$ cat src/rtl/sca_pkg.sv
// Shared types and constants for the sector cache age replacement engine.
package sca_pkg;

    localparam int TAG_W     = 32;
    localparam int AGE_W     = 32;
    localparam int WAY_OUT_W = 6;

    localparam logic [AGE_W-1:0] AGE_MAX = '1;

    typedef enum logic [1:0] {
        ST_IDLE,
        ST_SCAN,
        ST_DECIDE,
        ST_AGE
    } t_state;

endpackage

$ cat src/rtl/sca_if.sv
// Request and response channel interfaces of the sector cache engine.
interface sca_req_if;
    import sca_pkg::*;

    logic             valid;
    logic             ready;
    logic [TAG_W-1:0] sector_number;

    modport source (output valid, output sector_number, input ready);
    modport sink (input valid, input sector_number, output ready);
endinterface

interface sca_rsp_if;
    import sca_pkg::*;

    logic                 valid;
    logic                 ready;
    logic                 hit;
    logic [WAY_OUT_W-1:0] way_index;

    modport source (output valid, output hit, output way_index, input ready);
    modport sink (input valid, input hit, input way_index, output ready);
endinterface

$ cat src/rtl/sca_ram.sv
// Generic single-write, single-read RAM with registered read data.
module sca_ram #(
    parameter int WIDTH = 32,
    parameter int DEPTH = 64
) (
    input  logic                     i_clk,
    input  logic                     i_we,
    input  logic [$clog2(DEPTH)-1:0] i_waddr,
    input  logic [WIDTH-1:0]         i_wdata,
    input  logic [$clog2(DEPTH)-1:0] i_raddr,
    output logic [WIDTH-1:0]         o_rdata
);
    logic [WIDTH-1:0] r_mem [DEPTH];
    logic [WIDTH-1:0] r_rdata;

    // Write port and registered read port
    always_ff @(posedge i_clk) begin
        if (i_we) begin
            r_mem[i_waddr] <= i_wdata;
        end
        r_rdata <= r_mem[i_raddr];
    end

    assign o_rdata = r_rdata;
endmodule

$ cat src/rtl/sector_cache_age_replacement_top.sv
// Sector cache tag search and age-based replacement engine, top level.
// One request at a time: a scan pass reads every way from the tag and age RAMs,
// the response word is loaded once the output register is free, then an age
// update pass rewrites every age; a new request is accepted only back in idle.
// Reset: synchronous; per-way valid flops make every tag and age read as zero.
module sector_cache_age_replacement_top #(
    parameter int NUM_WAYS = 64
) (
    input  logic      i_clk,
    input  logic      i_rst_n,
    sca_req_if.sink   i_req,
    sca_rsp_if.source o_rsp
);
    import sca_pkg::*;

    localparam int IDX_W = $clog2(NUM_WAYS);
    localparam logic [IDX_W-1:0] LAST_IDX = IDX_W'(NUM_WAYS - 1);

    t_state r_state, n_state;

    // Read sequencer and data stage
    logic [IDX_W-1:0] r_idx;
    logic             r_issue;
    logic             r_p_vld;
    logic             r_p_last;
    logic [IDX_W-1:0] r_p_idx;
    logic             r_p_tvld;
    logic             r_p_avld;

    // Request context
    logic [TAG_W-1:0] r_sector;
    logic             r_found;
    logic [IDX_W-1:0] r_match;
    logic [AGE_W-1:0] r_best_age;
    logic [IDX_W-1:0] r_best_idx;
    logic [IDX_W-1:0] r_chosen;

    logic [NUM_WAYS-1:0] r_tag_vld;
    logic [NUM_WAYS-1:0] r_age_vld;

    // Output register
    logic                 r_out_vld;
    logic                 r_out_hit;
    logic [WAY_OUT_W-1:0] r_out_way;

    logic             req_ready;
    logic             start_scan;
    logic             start_age;
    logic             tag_we;
    logic             age_we;
    logic             out_free;
    logic [TAG_W-1:0] tag_rd;
    logic [AGE_W-1:0] age_rd;
    logic [TAG_W-1:0] tag_cur;
    logic [AGE_W-1:0] age_cur;
    logic [AGE_W-1:0] age_new;
    logic [IDX_W-1:0] n_chosen;
    logic [IDX_W+WAY_OUT_W-1:0] way_ext;

    sca_ram #(.WIDTH(TAG_W), .DEPTH(NUM_WAYS)) u_tag_ram (
        .i_clk   (i_clk),
        .i_we    (tag_we),
        .i_waddr (r_best_idx),
        .i_wdata (r_sector),
        .i_raddr (r_idx),
        .o_rdata (tag_rd)
    );

    sca_ram #(.WIDTH(AGE_W), .DEPTH(NUM_WAYS)) u_age_ram (
        .i_clk   (i_clk),
        .i_we    (age_we),
        .i_waddr (r_p_idx),
        .i_wdata (age_new),
        .i_raddr (r_idx),
        .o_rdata (age_rd)
    );

    // Mask entries never written since reset
    assign tag_cur = r_p_tvld ? tag_rd : '0;
    assign age_cur = r_p_avld ? age_rd : '0;

    assign out_free = !r_out_vld || o_rsp.ready;

    // Next state
    always_comb begin
        n_state = r_state;
        case (r_state)
            ST_IDLE:   if (i_req.valid) n_state = ST_SCAN;
            ST_SCAN:   if (r_p_vld && r_p_last) n_state = ST_DECIDE;
            ST_DECIDE: if (out_free) n_state = ST_AGE;
            ST_AGE:    if (r_p_vld && r_p_last) n_state = ST_IDLE;
            default:   n_state = ST_IDLE;
        endcase
    end

    // State outputs
    always_comb begin
        req_ready = 1'b0;
        start_age = 1'b0;
        age_we    = 1'b0;
        case (r_state)
            ST_IDLE:   req_ready = 1'b1;
            ST_SCAN:   ;
            ST_DECIDE: start_age = out_free;
            ST_AGE:    age_we = r_p_vld;
            default:   ;
        endcase
    end

    assign start_scan = i_req.valid && req_ready;
    assign tag_we     = start_age && !r_found;
    assign n_chosen   = r_found ? r_match : r_best_idx;
    assign way_ext    = {WAY_OUT_W'(0), n_chosen};

    // Clear the chosen way, bump every other age with saturation
    always_comb begin
        if (r_p_idx == r_chosen) begin
            age_new = '0;
        end else if (age_cur == AGE_MAX) begin
            age_new = AGE_MAX;
        end else begin
            age_new = age_cur + AGE_W'(1);
        end
    end

    always_ff @(posedge i_clk) begin
        if (!i_rst_n) begin
            r_state <= ST_IDLE;
        end else begin
            r_state <= n_state;
        end
    end

    // Walk the ways, one read per cycle
    always_ff @(posedge i_clk) begin
        if (!i_rst_n) begin
            r_issue <= 1'b0;
            r_p_vld <= 1'b0;
        end else begin
            if (start_scan || start_age) begin
                r_issue <= 1'b1;
            end else if (r_issue && (r_idx == LAST_IDX)) begin
                r_issue <= 1'b0;
            end
            r_p_vld <= r_issue;
        end
    end

    always_ff @(posedge i_clk) begin
        if (start_scan || start_age) begin
            r_idx <= '0;
        end else if (r_issue) begin
            r_idx <= r_idx + IDX_W'(1);
        end
        r_p_last <= (r_idx == LAST_IDX);
        r_p_idx  <= r_idx;
        r_p_tvld <= r_tag_vld[r_idx];
        r_p_avld <= r_age_vld[r_idx];
    end

    // Track the first tag match and the oldest way, lowest index on ties
    always_ff @(posedge i_clk) begin
        if (start_scan) begin
            r_sector <= i_req.sector_number;
            r_found  <= 1'b0;
        end else if ((r_state == ST_SCAN) && r_p_vld) begin
            if (!r_found && (tag_cur == r_sector)) begin
                r_found <= 1'b1;
                r_match <= r_p_idx;
            end
            if ((r_p_idx == '0) || (age_cur > r_best_age)) begin
                r_best_age <= age_cur;
                r_best_idx <= r_p_idx;
            end
        end
        if (start_age) begin
            r_chosen <= n_chosen;
        end
    end

    // Valid flops for entries written since reset
    always_ff @(posedge i_clk) begin
        if (!i_rst_n) begin
            r_tag_vld <= '0;
            r_age_vld <= '0;
        end else begin
            if (tag_we) begin
                r_tag_vld[r_best_idx] <= 1'b1;
            end
            if (age_we) begin
                r_age_vld[r_p_idx] <= 1'b1;
            end
        end
    end

    // Output register: load the response word, hold until taken
    always_ff @(posedge i_clk) begin
        if (!i_rst_n) begin
            r_out_vld <= 1'b0;
        end else if (start_age) begin
            r_out_vld <= 1'b1;
        end else if (o_rsp.ready) begin
            r_out_vld <= 1'b0;
        end
    end

    always_ff @(posedge i_clk) begin
        if (start_age) begin
            r_out_hit <= r_found;
            r_out_way <= way_ext[WAY_OUT_W-1:0];
        end
    end

    assign i_req.ready     = req_ready;
    assign o_rsp.valid     = r_out_vld;
    assign o_rsp.hit       = r_out_hit;
    assign o_rsp.way_index = r_out_way;
endmodule

$ cat src/flat_wrapper.sv
// flat-port wrapper written by rule: the top's interface ports become plain ports
module sector_cache_age_replacement_top_flat import sca_pkg::*;
#(
    parameter int NUM_WAYS = 64
)
  (i_clk, i_rst_n, i_req_valid, i_req_sector_number, i_req_ready, o_rsp_valid, o_rsp_hit, o_rsp_way_index, o_rsp_ready);
  sca_req_if i_req_i ();
  sca_rsp_if o_rsp_i ();
  input  logic i_clk;
  input  logic i_rst_n;
  input wire logic [$bits(i_req_i.valid)-1:0] i_req_valid;
  input wire logic [$bits(i_req_i.sector_number)-1:0] i_req_sector_number;
  output wire logic [$bits(i_req_i.ready)-1:0] i_req_ready;
  output wire logic [$bits(o_rsp_i.valid)-1:0] o_rsp_valid;
  output wire logic [$bits(o_rsp_i.hit)-1:0] o_rsp_hit;
  output wire logic [$bits(o_rsp_i.way_index)-1:0] o_rsp_way_index;
  input wire logic [$bits(o_rsp_i.ready)-1:0] o_rsp_ready;
  assign i_req_i.valid = i_req_valid;
  assign i_req_i.sector_number = i_req_sector_number;
  assign i_req_ready = i_req_i.ready;
  assign o_rsp_valid = o_rsp_i.valid;
  assign o_rsp_hit = o_rsp_i.hit;
  assign o_rsp_way_index = o_rsp_i.way_index;
  assign o_rsp_i.ready = o_rsp_ready;
  sector_cache_age_replacement_top #(.NUM_WAYS(NUM_WAYS)) u_core (.i_clk(i_clk), .i_rst_n(i_rst_n), .i_req(i_req_i), .o_rsp(o_rsp_i));
endmodule
$ cat config.mk
export PLATFORM = sky130hd
export DESIGN_NAME = sector_cache_age_replacement_top_flat
export DESIGN_NICKNAME = d
export VERILOG_FILES = /design/src/rtl/sca_pkg.sv /design/src/rtl/sca_if.sv /design/src/rtl/sca_ram.sv /design/src/rtl/sector_cache_age_replacement_top.sv /design/src/flat_wrapper.sv
export SDC_FILE = /design/constraint.sdc
export NUM_CORES = 2
export LEC_CHECK = 0
export BUFFER_PORTS_ARGS = -buffer_cell sky130_fd_sc_hd__buf_2
export CORE_MARGIN = 4
export CORE_UTILIZATION = 48
export CTS_CLUSTER_DIAMETER = 100
export DETAILED_ROUTE_END_ITERATION = 8
export PLACE_DENSITY = 0.65
export SYNTH_ARGS = -nofsm -noshare
export SYNTH_HDL_FRONTEND = slang
export SYNTH_HIERARCHICAL = 1
export SYNTH_SLANG_ARGS = --single-unit
$ cat constraint.sdc
create_clock -name i_clk -period 5.2 [get_ports i_clk]
set_input_delay 1.04 -clock i_clk [delete_from_list [all_inputs] [get_ports i_clk]]
set_output_delay 1.04 -clock i_clk [all_outputs]
set_load 0.01 [all_outputs]
Yosys cells after proc, flatten, opt, wreduce, memory -nomap -nowiden. Memories as Yosys holds them, arrays and structs flattened. A register that Yosys moved wholly into a read port is not among the register bits. Cells that the tools add are included.

Register bits after elaboration: 232. Bits in writable memories: 4096. Input bits: 36. Word-level logic and storage cells: 92. Memories: 2.

Memory list: u_core.u_age_ram.r_mem (depth 64, width 32, read ports 1, clocked after Yosys merged registers in 1, write ports 1, RTL line sca_ram.sv:13) `logic [WIDTH-1:0] r_mem [DEPTH];`; u_core.u_tag_ram.r_mem (depth 64, width 32, read ports 1, clocked after Yosys merged registers in 1, write ports 1, RTL line sca_ram.sv:13).

Add/sub/neg operators: 2. Magnitude comparators: 6. Eq/ne operators: 11. Multiplexer cells: 29. Bitwise operators: 3. Reduce and logical (&&, ||, !) cells: 21.

Operators by type and width (count): 2-to-1 mux 32 bit (4); OR 64 bit (2); adder 32 x 1 -> 32 bit (second input constant) (1); equality test 32 bit (1); equality test 32 bit (second input constant) (1); > comparator 32 bit (1); less-than comparator 6 x 7 -> 1 bit (second input constant) (3); 2-to-1 mux 1 bit (15); binary-select mux 1 bit (select 6 bit) (2); demux 1 bit (select 6 bit) (2); >= comparator 6 x 1 -> 1 bit (second input constant) (2); logical AND 1 bit (8); 2-to-1 mux 2 bit (4); one-hot mux 2 bit (4 select lines) (1); adder 6 x 1 -> 6 bit (second input constant) (1); equality test 6 bit (1); equality test 6 bit (second input constant) (1); zero test 6 bit (1); 2-to-1 mux 6 bit (1); != test 2 x 1 -> 1 bit (second input constant) (3); AND reduction 3 bit (2); equality test 2 bit (second input constant) (2); AND reduction 4 bit (1); nonzero test 2 bit (2); 7 further kinds (10).

Logic depth before layout (Yosys ltp).
Depth in word-level cells: 6. Mapped depth: 12. Gate-level depth less buffers: 9.

Cells and area by module. The synthesis kept the hierarchy.

Modules (own cells, without submodules): sca_ram (instances 2, cells each 3324, area an instance 78515.3 µm², sequential area each 62139.6 µm²); sector_cache_age_replacement_top (instances 1, cells each 1155, area an instance 11333.4 µm², sequential area each 5475.3 µm²).

Worst setup path after synthesis. No wires, ideal clock.

Kind: register to register. Start point: register u_core.r_p_avld. End point: memory u_core.u_age_ram.r_mem[0][28], data pin. Library setup time: 681 ps. Arrival: 4658 ps. Setup slack: -139 ps. Cell stages (with the launch flop): 12. Buffers on the path: 3. Period minus slack after synthesis: 5339 ps. Cells stage by stage: dfxtp_1 buf_2 buf_2 clkbuf_1 and2_1 ha_1 nand4_1 nor4_2 nand2_1 nor4_1 nor2_1 nor3_1.

Cells in the longest elaborated chain, start to end: 4.

Ends and longest elaborated chain: start, declared (RTL line sector_cache_age_replacement_top.sv:28) `logic r_p_avld;`; start signal, assigned (RTL line sector_cache_age_replacement_top.sv:158) `r_p_avld <= r_age_vld[r_idx];`; 2-to-1 mux 32 bit (*) (RTL line sector_cache_age_replacement_top.sv:80) `assign age_cur = r_p_avld ? age_rd : '0;`; named net u_core.age_cur[1] (RTL line sector_cache_age_replacement_top.sv:55) `logic [AGE_W-1:0] age_cur;`; adder 32 x 1 -> 32 bit / equality test 32 bit (equally long branches) (RTL line sector_cache_age_replacement_top.sv:122, sector_cache_age_replacement_top.sv:119); 2-to-1 mux 32 bit (*) (RTL line sector_cache_age_replacement_top.sv:119) `end else if (age_cur == AGE_MAX) begin`; 2-to-1 mux 32 bit (*) (RTL line sector_cache_age_replacement_top.sv:117) `if (r_p_idx == r_chosen) begin`; named net u_core.age_new[28] (RTL line sector_cache_age_replacement_top.sv:56) `logic [AGE_W-1:0] age_new;`; end, declared (RTL line sca_ram.sv:13).

The timed path passes the listed nets; every way through them passes the cells marked *.

Worst setup path after layout.
Start point: register u_core.r_sector[8]. End point: register u_core.r_match[3], enable pin.

Cells in the longest elaborated chain, start to end: 3.

Ends and longest elaborated chain: start, declared (RTL line sector_cache_age_replacement_top.sv:31) `logic [TAG_W-1:0] r_sector;`; start signal, assigned (RTL line sector_cache_age_replacement_top.sv:164) `r_sector <= i_req.sector_number;`; equality test 32 bit (RTL line sector_cache_age_replacement_top.sv:167) `if (!r_found && (tag_cur == r_sector)) begin`; logical AND 1 bit (RTL line sector_cache_age_replacement_top.sv:167); AND reduction 3 bit (no source line); end signal, assigned (RTL line sector_cache_age_replacement_top.sv:169) `r_match <= r_p_idx;`; end, declared (RTL line sector_cache_age_replacement_top.sv:33) `logic [IDX_W-1:0] r_match;`.

No other way between the ends. A chain may end at the register's enable or synchronous reset.

==> impl_metrics.toml <==
[final_layout]
final_common_cell = "edfxtp_1"
fin_area_um2 = 192000
drive_gt1_frac = 0.278
area_growth_syn_to_layout_pct = 13.8
fillerInstances = 25600
final_nets = 8329
final_cell_mix = "edfxtp_1, mux4_2, clkbuf_16"

[flow_run]
maxCapViolCount = 0

[sta]
tightest_slew_ps = 1240
finalHoldViolations = 0
finalCritPeriodShare = 0.772
setup_slack_ps = 1190
setup_tns_ps = 0
worst_clock_skew_ps = 68.6
slew_headroom = 0.171
hold_ws_ps = 238
fin_crit_ps = 4010
setup_viol = 0
slew_viol_final = 0
clock.fmax_mhz = 249
rsz0062_at_grt = "false"

[worst_setup_path]
end_kind = "register"
required_ps = 5850
timing.rr.start = "u_core/r_sector[8]"
critPathLaunchType = "register"
rr_endpoint = "u_core/r_match[3]"
reg2reg_depth = 8
ff2ff_setup_slack_ps = 1190
path_max_fanout = 20
critical_path_class = "register to register"
critPathArrivalTime_ps = 4670

[clock_tree]
numCtsBuffers = 431
cts_resized = 0
cts_tree = "done"
cts_buffer_depth = 4
cts_sinks = 4392
path_clk_slew_ps = 70
postCtsSetupRepairBufs = 0
htree_levels = 5
root_buffer = "clkbuf_16"
cts_hold_buffers = 0
clk-insertion-delay-late_ps = 980

[power]
p_leak_nw = 60.7
p_per_area_nw_per_um2 = 435
ir_worst_vdd_mv = 0.313

[synthesis]
syn-num-nets = 7876
synth-seq-cells = 4392
syn_area_um2 = 168000
synth_top_family_by_area = "multiplexers"
synth_adder_area_share = 0.00275
synth_cell_types = 69
synth_edf_count = 4179
synth_compound_area_frac = 0.0227
synth-main-ff-cell = "edfxtp_1"
synthXorXnorAreaFrac = 0.00239
syn_inst = 7803
synth.area.mux_share = 0.163
avgSynthCellArea_um2 = 21.6
yosys_warnings = 6
ys_seq_area_frac = 0.771
ys_async_sr_fraction = 0
synthSimpleGateAreaFrac = 0.0255

[floorplan]
boundaryPins = 45
die_area_um2 = 360000
die_w_um = 600
initial_core_util = 0.482
die_h_um = 600
core_area_um2 = 349000
rows = 217

[detailed_routing]
vias_per_cell = 6.31
first_pass_iters = 5
vias = 83600
drc_errors = 0
drt_wl_total_um = 433000
routedWlPerCell_um = 32.7
drt_iter0_markers = 11200
ant_nets = 0

[placement]
pre_cts_slack_ps = 973
place_hpwl_um = 255000
gp_congestion = 0.877
placed_cell_area_um2 = 177000
port_buffers = 44

[global_route]
grt_use_total = 0.239
grt_max_degree = 89
overflow = 0
grt_pass1_wl_um = 617000
grt_pass1_vias = 83200
antenna_found_initial = 19

[min_path]
hold-path-endpoint = "u_core/r_sector[3]"
worstHoldStart = "i_req_sector_number[3]"
holdCritPathClass = "primary input to register"
min_path_cells = 1

[outcome]
status = "finished, final reports clean"
## cells by family after synthesis
kind of cell | Yosys count
fa+ha+maj | 37
xor+xnor | 46
buf+inv | 480
flops | 4392
simple gates | 928
compound gates | 595
mux | 1325
## power breakdown
group          switching (mW)  total [mW]  leakage [nW]  internal (mW)
Clock                    13.1        31.3          6.95           18.2
Sequential              0.615        40.4          41.4           39.8
Combinational            6.64        11.7          12.4           5.08
## flip-flops by register name, indices dropped and copies added (netlist names), 32 cells and up
register and flops:
u_core/u_tag_ram/o_rdata 32, u_core/r_tag_vld 64, u_core/r_best_age 32, u_core/u_age_ram/o_rdata 32, u_core/r_age_vld 64, u_core/r_sector 32
u_core/u_tag_ram/r_mem 2048, u_core/u_age_ram/r_mem 2048
## routing by layer
layer	global-route usage	wire, µm	up-vias
met5	0	25	-
met4	0.0929	19400	4
met3	0.0399	38600	804
met2	0.375	206000	4321
met1	0.340	169000	44900
li1	-	-	33600
## critical path, cell delays in order (launching register included)
cell and delay (ps):
edfxtp_1 830, buf_4 430, or4_1 540, nor3_1 150, a31oi_1 110, nor3_1 260
nand3_1 290, nor4_2 770, buf_4 280
## synth_stat cells (7+ instances only)
cell type	count	share of area
a211oi_1	7	0.00031
a21oi_1	203	0.0060
a22oi_1	31	0.0014
a311oi_1	16	0.00083
a31oi_1	8	0.00030
a41o_1	8	0.00048
and2_1	29	0.0011
and3_1	11	0.00041
buf_1	44	0.00098
buf_2	119	0.0035
buf_4	52	0.0023
buf_6	11	0.00074
clkbuf_1	193	0.0043
dfxtp_1	213	0.025
edfxtp_1	4179	0.75
ha_1	37	0.0027
inv_1	61	0.0014
mux2_2	7	0.00047
mux2i_1	190	0.011
mux4_2	1128	0.15
nand2_1	99	0.0022
nand2b_1	25	0.00093
nand3_1	36	0.0011
nand3b_1	17	0.00076
nand4_1	21	0.00078
nor2_1	531	0.012
nor2b_1	56	0.0021
nor3_1	31	0.00092
nor4_1	10	0.00037
o21a_1	43	0.0019
o21ai_0	20	0.00059
o221ai_1	55	0.0029
o22ai_1	171	0.0064
o32ai_1	8	0.00042
or3_1	10	0.00037
or3b_2	10	0.00052
xnor2_1	31	0.0016
xor2_1	15	0.00078
## cell type report
| cell class | instances | area [µm²] | area share |
|---|---|---|---|
| Sequential cell | 4392 | 130000 | 0.677 |
| Timing Repair Buffer | 439 | 3870 | 0.0202 |
| Inverter | 61 | 229 | 0.00119 |
| Multi-Input combinational cell | 2931 | 37700 | 0.197 |
| Tap cell | 4599 | 5750 | 0.0300 |
| Clock inverter | 268 | 2810 | 0.0146 |
| Antenna cell | 11 | 27.5 | 0.000144 |
| Clock buffer | 531 | 11400 | 0.0596 |
## worst max-delay path by stage
stage                   startpoint  cells past startpoint                             to  slack, ps
6_report        u_core/r_sector[8]                      8              u_core/r_match[3]       1190
5_1_grt        u_core/r_sector[18]                      8              u_core/r_match[5]       1130
4_1_cts         u_core/r_sector[8]                      8              u_core/r_match[5]       1220
3_5_place_dp           i_req_valid                      7              u_core/r_match[1]        970
3_3_place_gp           i_req_valid                      7              u_core/r_match[0]        990
2_1_floorplan      u_core/r_p_avld                     11  u_core/u_age_ram/r_mem[0][26]        480
## metrics by stage
step                       util  instances  total power [mW]
after floorplan               -       7803              48.9
after global placement    0.508      12400              52.7
after detailed placement  0.508      12400              52.9
after CTS                 0.548      13200              84.0
after global routing      0.548      13200              86.2
final                     0.548      13200              83.4
No activity file was read; power rests on OpenSTA's default activity.
